## src/rtl/u8lc_pkg.sv

```systemverilog
// Shared types and constants for the UTF-8 offset to line / UTF-16 column block.
// No dependencies.
package u8lc_pkg;

  localparam int FIELD_W = 24;  // width of the result fields
  localparam int CODE_W  = 21;  // partial code point
  localparam int AMT_W   = 4;   // per-byte unit increment

  localparam logic [7:0] NEWLINE   = 8'h0A;
  localparam logic [7:0] CONT_MASK = 8'hC0;
  localparam logic [7:0] CONT_TAG  = 8'h80;
  localparam logic [7:0] LEAD4_MIN = 8'hF0;
  localparam logic [7:0] LEAD3_MIN = 8'hE0;
  localparam logic [7:0] LEAD2_MIN = 8'hC0;
  localparam logic [CODE_W-1:0] ASTRAL_MIN = 21'h10000;

  typedef struct packed {
    logic       is_newline;
    logic       is_cont;
    logic [1:0] follow;     // continuations a lead asks for, 0 if not a lead
    logic [4:0] lead_bits;  // payload bits of the lead
  } byte_class_t;

  typedef struct packed {
    logic [FIELD_W-1:0] line_number;
    logic [FIELD_W-1:0] utf16_column;
    logic               offset_clamped;
  } result_t;

endpackage

```

## src/rtl/u8lc_decode.sv

```systemverilog
// Byte classifier: newline, continuation, lead length and lead payload bits.
// Depends on u8lc_pkg.
module u8lc_decode import u8lc_pkg::*; (
  input  logic [7:0]  text_byte,
  output byte_class_t cls
);

  always_comb begin
    cls.is_newline = (text_byte == NEWLINE);
    cls.is_cont    = ((text_byte & CONT_MASK) == CONT_TAG);
    cls.follow     = 2'd0;
    cls.lead_bits  = 5'd0;
    // 0xF8..0xFF fall in with the four-byte leads
    if (text_byte >= LEAD4_MIN) begin
      cls.follow    = 2'd3;
      cls.lead_bits = {2'b00, text_byte[2:0]};
    end else if (text_byte >= LEAD3_MIN) begin
      cls.follow    = 2'd2;
      cls.lead_bits = {1'b0, text_byte[3:0]};
    end else if (text_byte >= LEAD2_MIN) begin
      cls.follow    = 2'd1;
      cls.lead_bits = text_byte[4:0];
    end
  end

endmodule

```

## src/rtl/u8lc_core.sv

```systemverilog
// Per-text counting state and its per-byte update; builds the result.
// Depends on u8lc_pkg; fed by u8lc_decode.
module u8lc_core import u8lc_pkg::*; #(
  parameter int OFFSET_BITS = 24
) (
  input  logic                   clk,
  input  logic                   rst,
  input  logic                   step_en,
  input  logic [7:0]             text_byte,
  input  logic                   last_byte,
  input  byte_class_t            cls,
  input  logic [OFFSET_BITS-1:0] target,
  output logic                   fire,
  output result_t                res
);

  localparam int IDX_W = OFFSET_BITS + 1;
  localparam logic [OFFSET_BITS-1:0] OFS_MAX = '1;
  localparam logic [IDX_W-1:0]       IDX_MAX = '1;

  logic [IDX_W-1:0]       byte_index;
  logic [OFFSET_BITS-1:0] newline_count;
  logic [OFFSET_BITS-1:0] unit_column;
  logic [1:0]             pending_follow;
  logic [1:0]             continuations_seen;
  logic [CODE_W-1:0]      code_accum;
  logic                   result_given;

  logic [IDX_W-1:0]       byte_index_next;
  logic [OFFSET_BITS-1:0] newline_count_next;
  logic [OFFSET_BITS-1:0] unit_column_next;
  logic [1:0]             pending_follow_next;
  logic [1:0]             continuations_seen_next;
  logic [CODE_W-1:0]      code_accum_next;

  logic [IDX_W-1:0]       tgt_x;
  logic                   before_tgt, seq_open, complete, broken, fresh_act, nl_hit, settle;
  logic [1:0]             seen_inc, credit_mid, credit_end;
  logic [CODE_W-1:0]      acc_ext;
  logic [AMT_W-1:0]       add_amt, tail_amt;
  logic [OFFSET_BITS:0]   col_sum, out_sum;
  logic [OFFSET_BITS-1:0] col_out;

  // Units credited to the continuations of a broken sequence that lie before
  // the target. pos is the position just past the last continuation read.
  function automatic logic [1:0] break_credit(input logic [1:0] seen,
                                              input logic [IDX_W-1:0] pos,
                                              input logic [IDX_W-1:0] tgt);
    logic [IDX_W-1:0] first;
    logic [IDX_W-1:0] diff;
    first = (pos >= IDX_W'(seen)) ? pos - IDX_W'(seen) : '0;
    diff  = tgt - first;
    if (pos <= tgt) begin
      return seen;
    end else if (first >= tgt) begin
      return 2'd0;
    end else begin
      return diff[1:0];
    end
  endfunction

  always_comb begin
    tgt_x      = IDX_W'(target);
    before_tgt = (byte_index < tgt_x);
    seq_open   = (pending_follow != 2'd0);
    acc_ext    = {code_accum[CODE_W-7:0], text_byte[5:0]};
    seen_inc   = continuations_seen + 2'd1;
    complete   = seq_open && cls.is_cont && (seen_inc >= pending_follow);
    broken     = seq_open && !cls.is_cont;
    fresh_act  = (!seq_open || broken) && before_tgt;
    nl_hit     = fresh_act && cls.is_newline;
    credit_mid = break_credit(continuations_seen, byte_index, tgt_x);

    add_amt = '0;
    if (complete) begin
      add_amt = (acc_ext >= ASTRAL_MIN) ? AMT_W'(2) : AMT_W'(1);
    end else if (broken) begin
      add_amt = AMT_W'(1) + AMT_W'(credit_mid);
    end
    // a plain byte (bare continuation or ASCII) counts one unit
    if (fresh_act && !cls.is_newline && cls.follow == 2'd0) begin
      add_amt = add_amt + AMT_W'(1);
    end

    pending_follow_next     = 2'd0;
    continuations_seen_next = 2'd0;
    code_accum_next         = '0;
    if (seq_open && cls.is_cont && !complete) begin
      pending_follow_next     = pending_follow;
      continuations_seen_next = seen_inc;
      code_accum_next         = acc_ext;
    end else if (fresh_act && cls.follow != 2'd0) begin
      pending_follow_next = cls.follow;
      code_accum_next     = CODE_W'(cls.lead_bits);
    end

    if (nl_hit && newline_count != OFS_MAX) begin
      newline_count_next = newline_count + 1'b1;
    end else begin
      newline_count_next = newline_count;
    end

    col_sum = {1'b0, unit_column} + (OFFSET_BITS+1)'(add_amt);
    if (nl_hit) begin
      unit_column_next = '0;
    end else if (col_sum[OFFSET_BITS]) begin
      unit_column_next = OFS_MAX;
    end else begin
      unit_column_next = col_sum[OFFSET_BITS-1:0];
    end

    byte_index_next = (byte_index == IDX_MAX) ? byte_index : byte_index + 1'b1;
    settle = !result_given && (pending_follow_next == 2'd0) && (byte_index_next >= tgt_x);
    fire   = step_en && !result_given && (settle || last_byte);

    // on the last byte a still-open sequence is resolved as truncated
    credit_end = break_credit(continuations_seen_next, byte_index_next, tgt_x);
    tail_amt   = (last_byte && pending_follow_next != 2'd0)
                 ? AMT_W'(1) + AMT_W'(credit_end) : '0;
    out_sum    = {1'b0, unit_column} + (OFFSET_BITS+1)'(add_amt)
                 + (OFFSET_BITS+1)'(tail_amt);
    if (nl_hit) begin
      col_out = '0;
    end else if (out_sum[OFFSET_BITS]) begin
      col_out = OFS_MAX;
    end else begin
      col_out = out_sum[OFFSET_BITS-1:0];
    end

    res.line_number    = FIELD_W'(newline_count_next);
    res.utf16_column   = FIELD_W'(col_out);
    res.offset_clamped = (byte_index_next < tgt_x);
  end

  always_ff @(posedge clk) begin
    if (rst || (step_en && last_byte)) begin
      byte_index         <= '0;
      newline_count      <= '0;
      unit_column        <= '0;
      pending_follow     <= 2'd0;
      continuations_seen <= 2'd0;
      code_accum         <= '0;
      result_given       <= 1'b0;
    end else if (step_en) begin
      byte_index         <= byte_index_next;
      newline_count      <= newline_count_next;
      unit_column        <= unit_column_next;
      pending_follow     <= pending_follow_next;
      continuations_seen <= continuations_seen_next;
      code_accum         <= code_accum_next;
      result_given       <= result_given | settle;
    end
  end

endmodule

```

## src/rtl/utf8_offset_to_line_utf16_column_top.sv

```systemverilog
// UTF-8 byte offset to line number and UTF-16 column; top level.
// The result passes through the item register, then the result register.
// Throughput: one text byte per cycle while the result register is not blocked; one counter update per byte.
// Reset (rst, synchronous): clears both pipeline valids, the text state, and
// target_offset to 0. Uses u8lc_pkg, u8lc_decode, u8lc_core.
module utf8_offset_to_line_utf16_column_top import u8lc_pkg::*; #(
  parameter int OFFSET_BITS = 24
) (
  input  logic                   clk,
  input  logic                   rst,
  input  logic                   target_offset_write,
  input  logic [OFFSET_BITS-1:0] target_offset_data,
  input  logic                   in_valid,
  output logic                   in_stall,
  input  logic [7:0]             text_byte,
  input  logic                   last_byte,
  output logic                   out_valid,
  input  logic                   out_stall,
  output logic [FIELD_W-1:0]     line_number,
  output logic [FIELD_W-1:0]     utf16_column,
  output logic                   offset_clamped
);

  logic [OFFSET_BITS-1:0] target_offset;
  logic                   in_q_valid;
  logic [7:0]             in_q_byte;
  logic                   in_q_last;
  logic                   advance;
  logic                   fire;
  byte_class_t            cls;
  result_t                res;

  assign advance  = !out_valid || !out_stall;
  assign in_stall = in_q_valid && !advance;

  always_ff @(posedge clk) begin
    if (rst) begin
      target_offset <= '0;
    end else if (target_offset_write) begin
      target_offset <= target_offset_data;
    end
  end

  always_ff @(posedge clk) begin
    if (rst) begin
      in_q_valid <= 1'b0;
    end else if (!in_stall) begin
      in_q_valid <= in_valid;
    end
  end

  always_ff @(posedge clk) begin
    if (!in_stall && in_valid) begin
      in_q_byte <= text_byte;
      in_q_last <= last_byte;
    end
  end

  u8lc_decode u_decode (
    .text_byte (in_q_byte),
    .cls       (cls)
  );

  u8lc_core #(.OFFSET_BITS(OFFSET_BITS)) u_core (
    .clk       (clk),
    .rst       (rst),
    .step_en   (in_q_valid && advance),
    .text_byte (in_q_byte),
    .last_byte (in_q_last),
    .cls       (cls),
    .target    (target_offset),
    .fire      (fire),
    .res       (res)
  );

  always_ff @(posedge clk) begin
    if (rst) begin
      out_valid <= 1'b0;
    end else if (advance) begin
      out_valid <= fire;
    end
  end

  always_ff @(posedge clk) begin
    if (advance && fire) begin
      line_number    <= res.line_number;
      utf16_column   <= res.utf16_column;
      offset_clamped <= res.offset_clamped;
    end
  end

endmodule

```

## config.mk

```make
export PLATFORM = sky130hd
export DESIGN_NAME = utf8_offset_to_line_utf16_column_top
export DESIGN_NICKNAME = d
export VERILOG_FILES = /design/src/rtl/u8lc_pkg.sv /design/src/rtl/u8lc_decode.sv /design/src/rtl/u8lc_core.sv /design/src/rtl/utf8_offset_to_line_utf16_column_top.sv
export SDC_FILE = /design/constraint.sdc
export NUM_CORES = 1
export LEC_CHECK = 0
export BUFFER_PORTS_ARGS = -buffer_cell sky130_fd_sc_hd__clkbuf_2
export CAP_MARGIN = 15
export CORE_UTILIZATION = 45
export CTS_CLUSTER_SIZE = 14
export DETAILED_ROUTE_END_ITERATION = 12
export GPL_ROUTABILITY_DRIVEN = 0
export PLACE_DENSITY = 0.7
export SYNTH_ARGS = -nofsm -noshare
export SYNTH_HDL_FRONTEND = slang
export SYNTH_SLANG_ARGS = --single-unit
```

## constraint.sdc

```tcl
create_clock -name clk -period 14.1 [get_ports clk]
set_input_delay 2.82 -clock clk [delete_from_list [all_inputs] [get_ports clk]]
set_output_delay 2.82 -clock clk [all_outputs]
set_load 0.01 [all_outputs]
```

==> flow_summary.toml, run 1 <==
[outcome]
status = "complete, no violations"

[yosys]
yosysMostFrequentCell = "nor2_1"
synth_cell_types = 85
synth_area_leader_cell = "dfxtp_1"
synthFlopType = "dfxtp_1"
synth.area.top_cells = "dfxtp_1 (18%), edfxtp_1 (13%), ha_1 (11%)"
ys_warn_count = 0
synthTopCellsByCount = "nor2_1 (203), nand2_1 (134), dfxtp_1 (117)"
ys_async_sr_fraction_pct = 0
synth_fp_nets = 1718
synth_edf_count = 58
syn_avg_cell_area_um2 = 8.32
syn-cell-area_mm2 = 0.0130
yosysSeqAreaShare_pct = 31.5
syn_inst = 1560
yosysTopAreaCellShare_pct = 18.0
synth-seq-cells = 175

[placed_design]
port-buffer-count = 88
numPlacedInstances = 1951
dpl.hpwl_mm = 24.8

[floorplan]
num_rows = 61
die-area_mm2 = 0.0295
core_area_mm2 = 0.0281
die_width_um = 172
start_util_pct = 46.2
die_h_um = 172
io_pins = 89

[grt]
grt_max_degree = 88
antenna_found_initial = 0
grt_usage_pct = 23.4
grt_pass1_vias = 10200
grt_pass1_wl_mm = 54.5
grt_remaining_overflow = 0

[drt]
num_vias = 11600
drt-wirelength-per-cell_um = 17.1
drt_iter0_drc = 1185
ant_nets = 0
vias_per_cell = 5.85
dr.pass1.iters = 6
remaining_drc_errors = 0
drt-total-wl_mm = 33.8

[setup_path]
reg2reg_to = "utf16_column[23]$_SDFFCE_PP0P_"
setup.worst_path.class = "flop to flop"
cp_slowest_stage_delay_ns = 0.78
end_kind = "flop"
required_ns = 14.31
ff2ff_setup_slack_ns = 4.43
startpoint_type = "flop"
reg2regPathDepth = 31
crit_arrival_ns = 9.87
timing.rr.start = "u_core.byte_index[1]$_SDFFE_PP0P_"
cp_common_cell = "ha_1"
crit_fanout = 25
crit_slowest_cell = "and3_1"

[pwr]
p_switching_uw = 362
p_seq_share_pct = 44.0
netSwitchingFraction_pct = 29.3
leakagePower_uw = 0.00580
peakVddDrop_v = 0.0000645
pwr-share-comb_pct = 14.8
power_frac_clock_pct = 41.1
internal_power_uw = 875
power_density_mw_per_mm2 = 86.9

[finish]
nets = 1750
drive_gt1_share_pct = 10.6
final_cells = 1983
diodes = 0
syn_to_final_growth_pct = 9.71

[clock_tree]
cts_setup_buffers = 0
cts.path.max_buffers = 2
clk_latency_ns = 0.45
path_clk_slew_ns = 0.08
root_buffer = "clkbuf_16"
cts_hold_buf = 0
cts_resized = 0
cts_sinks = 175
htreeDepth = 4
numCtsBuffers = 17
cts_tree = "yes"

[worst_hold_path]
hp-class = "flop to flop"
holdPathEnd = "u_core.code_accum[4]$_SDFFE_PP0P_"
min_from = "u_core.code_accum[4]$_SDFFE_PP0P_"
holdPathStages = 2

[timing]
fin_crit_ns = 9.67
worst_pin_slew_ns = 1.02
skew_ns = 0.0126
finalSetupViolations = 0
slew_headroom_pct = 31.5
rsz0062_at_grt = "no"
fin_setup_tns_ns = 0
post-route-period-util_pct = 68.6
final_max_slew_viol_count = 0
finalHoldViolations = 0
clock.fmax_mhz = 103

[job]
maxCapViolCount = 0
[worst max-delay path: cells and delay by family, from the launching register on]
kind | cells | cell delay (ns)
AND/OR/NAND/NOR | 13 | 4.34
AO/OA/AOI/OAI | 10 | 2.25
adder cells (fa/ha/maj) | 5 | 1.63
flip-flops | 1 | 0.54
multiplexers | 1 | 0.39
XOR/XNOR | 1 | 0.14
buffers and inverters | 1 | 0.13
[worst max path at each step]
stage	to	slack (ns)	depth (start not counted)	startpoint
after floorplan	utf16_column[23]$_SDFFCE_PP0P_	5.64	31	u_core.continuations_seen[1]$_SDFFE_PP0P_
after global placement	utf16_column[23]$_SDFFCE_PP0P_	4.98	32	u_core.continuations_seen[0]$_SDFFE_PP0P_
after detailed placement	utf16_column[23]$_SDFFCE_PP0P_	4.66	30	u_core.continuations_seen[0]$_SDFFE_PP0P_
after CTS	utf16_column[23]$_SDFFCE_PP0P_	4.64	30	u_core.continuations_seen[0]$_SDFFE_PP0P_
after global routing	utf16_column[14]$_SDFFCE_PP0P_	3.68	31	u_core.byte_index[1]$_SDFFE_PP0P_
final	utf16_column[23]$_SDFFCE_PP0P_	4.43	31	u_core.byte_index[1]$_SDFFE_PP0P_
[logic make-up (layout without fill, tap and decap cells)]
| logic type | Yosys count | count (layout) | synth area share, % |
|---|---|---|---|
| AO/OA/AOI/OAI | 277 | 277 | 13.5 |
| XOR/XNOR | 146 | 146 | 9.91 |
| adder cells (fa/ha/maj) | 120 | 120 | 11.8 |
| buffers and inverters | 139 | 184 | 4.41 |
| flip-flops | 175 | 175 | 31.5 |
| multiplexers | 34 | 34 | 2.64 |
| AND/OR/NAND/NOR | 669 | 669 | 26.2 |
[sequential cells by signal, indices dropped and copies added, names as in the netlist]
signal,cells
u_core.pending_follow,2
offset_clamped,1
u_core.unit_column,24
u_core.result_given,1
target_offset,24
u_core.newline_count,24
line_number,24
u_core.code_accum,13
u_core.byte_index,25
utf16_column,24
in_q_byte,8
out_valid,1
in_q_valid,1
u_core.continuations_seen,2
in_q_last,1
[through the flow]
stage / power [µW] / area, µm² / setup slack [ns] / utilization [%] / hold slack, ns
2_1_floorplan: 680 / 13000 / 5.64 / - / 0.426
3_3_place_gp: 731 / 13600 / 4.98 / 48.4 / 0.437
3_5_place_dp: 735 / 13600 / 4.66 / 48.4 / 0.443
4_1_cts: 1240 / 14200 / 4.64 / 50.7 / 0.454
5_1_grt: 1290 / 14200 / 3.68 / 50.7 / 0.473
6_report: 1240 / 14200 / 4.43 / 50.7 / 0.454
[metal layers]
| metal | routed length [µm] | up-vias | track usage [%] | part of all wire, % |
|---|---|---|---|---|
| li1 | - | 5671 | - | - |
| met1 | 15800 | 5443 | 33.7 | 47 |
| met2 | 15000 | 444 | 35.8 | 44 |
| met3 | 2320 | 51 | 3.45 | 6.9 |
| met4 | 705 | 0 | 7.12 | 2.1 |
| met5 | 0 | - | 0 | 0 |
[power by group through the flow]
| stage | Combinational [µW] | Clock (µW) | Sequential, µW |
|---|---|---|---|
| after floorplan | 124 | 0 | 557 |
| after global placement | 175 | 0 | 556 |
| after detailed placement | 179 | 0 | 557 |
| after CTS | 180 | 515 | 545 |
| after global routing | 203 | 536 | 547 |
| final | 183 | 509 | 545 |
[cell usage in the layout, fill, tap and decap left out, types with 7 or more instances in the layout]
| cell type | synthesis | final |
|---|---|---|
| a2111oi_0 | 7 | 7 |
| a211oi_1 | 15 | 15 |
| a21o_1 | 18 | 18 |
| a21oi_1 | 109 | 109 |
| a31oi_1 | 7 | 7 |
| and2_1 | 13 | 12 |
| and3_1 | 32 | 32 |
| and4_1 | 9 | 9 |
| buf_4 | 8 | 11 |
| clkbuf_16 | 0 | 18 |
| clkbuf_2 | 0 | 88 |
| dfxtp_1 | 117 | 117 |
| edfxtp_1 | 58 | 58 |
| ha_1 | 116 | 116 |
| inv_1 | 53 | 53 |
| mux2i_1 | 32 | 32 |
| nand2_1 | 134 | 133 |
| nand2b_1 | 10 | 10 |
| nand3_1 | 83 | 83 |
| nand4_1 | 42 | 42 |
| nor2_1 | 203 | 203 |
| nor2b_1 | 14 | 14 |
| nor3_1 | 42 | 41 |
| nor4_1 | 28 | 28 |
| o211ai_1 | 14 | 14 |
| o21a_1 | 16 | 16 |
| o21ai_0 | 46 | 46 |
| o31ai_1 | 8 | 8 |
| or3_1 | 16 | 16 |
| xnor2_1 | 97 | 97 |
| xor2_1 | 48 | 48 |
[cell type report]
type | instances | area [µm²]
fillers | 2699 | 13800
multi-input cells | 1246 | 8330
flip-flops and latches | 175 | 4080
repair buffers | 99 | 523
well taps | 378 | 473
clock buffers | 19 | 464
inverters | 53 | 199
clock inverters | 13 | 163
Power figures use the tool's default switching activity.
==> run 2: changes to the inputs <==
Clock period 14.1 ns to 9.1 ns, I/O delays scaled along.
==> flow_summary.toml, run 2 (same netlist as run 1, synthesis figures left out) <==
[job]
maxCapViolCount = 0

[finish]
regMostFlops = "u_core.byte_index"
final_cell_mix = "nor2_1 (202), nand2_1 (133), ha_1 (115)"
diodes = 0
syn_to_final_growth_pct = 11.7
final_util_pct = 51.6
nets = 1776
regArea_mm2 = 0.00410
final_cells = 2009
drive_gt1_share_pct = 12.9
layout_commonest_cell = "nor2_1"
largest_register_ffs = 25
multi_input_comb_area_mm2 = 0.00837
fillers = 2724

[drt]
remaining_drc_errors = 0
drt-total-wl_mm = 34.9
drt_iter0_drc = 1270
dr.pass1.iters = 5
ant_nets = 0
drt-wirelength-per-cell_um = 17.4
num_vias = 11800
vias_per_cell = 5.90

[setup_path]
required_ns = 9.31
setup.worst_path.class = "flop to flop"
path_buf_inv = 3
crit_arrival_ns = 9.00
cp.depth = 34
crit_fanout = 10
cp_top_family = "simple AND/OR/NAND/NOR gates"
reg2regPathDepth = 34
end_kind = "flop"
crit_slowest_cell = "or4_4"
cp_slowest_stage_delay_ns = 0.48
startpoint_type = "flop"
cp_common_cell = "ha_1"

[clock_tree]
cts_tree = "yes"
path_clk_slew_ns = 0.08
cts_hold_buf = 0
numCtsBuffers = 17
root_buffer = "clkbuf_16"
clk_latency_ns = 0.45
cts.path.max_buffers = 2
htreeDepth = 4
cts_sinks = 175

[grt]
grt.met2_usage_pct = 37.8
use_met1_pct = 33.5
gr-max-usage-layer = "met2"
grt_pass1_wl_mm = 56.3
grt_pass1_vias = 10800
grt_use_met3_pct = 3.61
grt_max_degree = 75
grt_remaining_overflow = 0
antenna_found_initial = 0
grt_usage_pct = 24.2

[timing]
slew_headroom_pct = 24.8
finalSetupViolations = 0
worst_pin_slew_ns = 1.12
skew_ns = 0.0107
rsz0062_at_grt = "no"
clock.fmax_mhz = 114
final_max_slew_viol_count = 0
fin_setup_tns_ns = 0
fin_crit_ns = 8.79
holdWs_ns = 0.455
post-route-period-util_pct = 96.6
finalHoldViolations = 0

[pwr]
peakVddDrop_v = 0.0000985
total_power_uw = 1930
leakagePower_uw = 0.00593
power_density_mw_per_mm2 = 133

[placed_design]
dpl.hpwl_mm = 25.8
port-buffer-count = 88
numPlacedInstances = 1974

[floorplan]
die_width_um = 172
io_pins = 89
num_rows = 61
core_area_mm2 = 0.0281
die_h_um = 172
start_util_pct = 46.2
die-area_mm2 = 0.0295

[worst_hold_path]
hp-class = "flop to flop"
holdPathStages = 2

[outcome]
status = "complete, no violations"
==> run 2: worst register-to-register path: cells and delay by family (launching register included) <==
kind                       cells  cell delay (ns)
AOI/OAI and AO/OA             11             2.33
xor gates and xnor gates       1             0.14
adders and majority gates      5             1.28
buffers and inverters          3             0.50
DFF                            1             0.46
muxes                          1             0.31
and+or+nand+nor               13             3.55
==> run 2: final timing paths <==
| check | slack, ns | startpoint | end |
|---|---|---|---|
| max | 0.31 | u_core.byte_index[1]$_SDFFE_PP0P_ | utf16_column[23]$_SDFFCE_PP0P_ |
| min | 0.45 | u_core.code_accum[10]$_SDFFE_PP0P_ | u_core.code_accum[10]$_SDFFE_PP0P_ |
| max reg2reg | 0.31 | u_core.byte_index[1]$_SDFFE_PP0P_ | utf16_column[23]$_SDFFCE_PP0P_ |
| min reg2reg | 0.45 | u_core.code_accum[10]$_SDFFE_PP0P_ | u_core.code_accum[10]$_SDFFE_PP0P_ |
==> run 2: report_power, final <==
part | switching (µW) | internal, µW
Combinational | 177 | 114
Sequential | 14.2 | 829
Clock | 372 | 423
Total | 563 | 1370
==> run 2: layout make-up <==
type,count,share of cell area [%]
clock buffer,17,2.93
timing repair buffer,125,5.04
multi-input combinational,1246,57.7
tap,378,3.26
inverter,53,1.37
sequential,175,28.2
clock inverter,15,1.45
==> run 2: stage by stage <==
stage	instance area (µm²)	setup slack [ns]
6_report	14500	0.308
5_1_grt	14500	0.00557
4_1_cts	14400	0.0614
3_5_place_dp	13800	0.114
3_3_place_gp	13800	0.157
2_1_floorplan	13000	0.641
==> run 2: timing repair <==
action,CTS,global route
setup endpoints to repair,0,24
setup buffers,0,3
hold endpoints to repair,0,0
gates resized for setup,0,17
==> run 2: routing by layer <==
metal / wire length [µm] / part of all wire (%)
met1: 15900 / 46
met2: 15600 / 45
met3: 2390 / 6.9
met4: 923 / 2.6
met5: 0 / 0
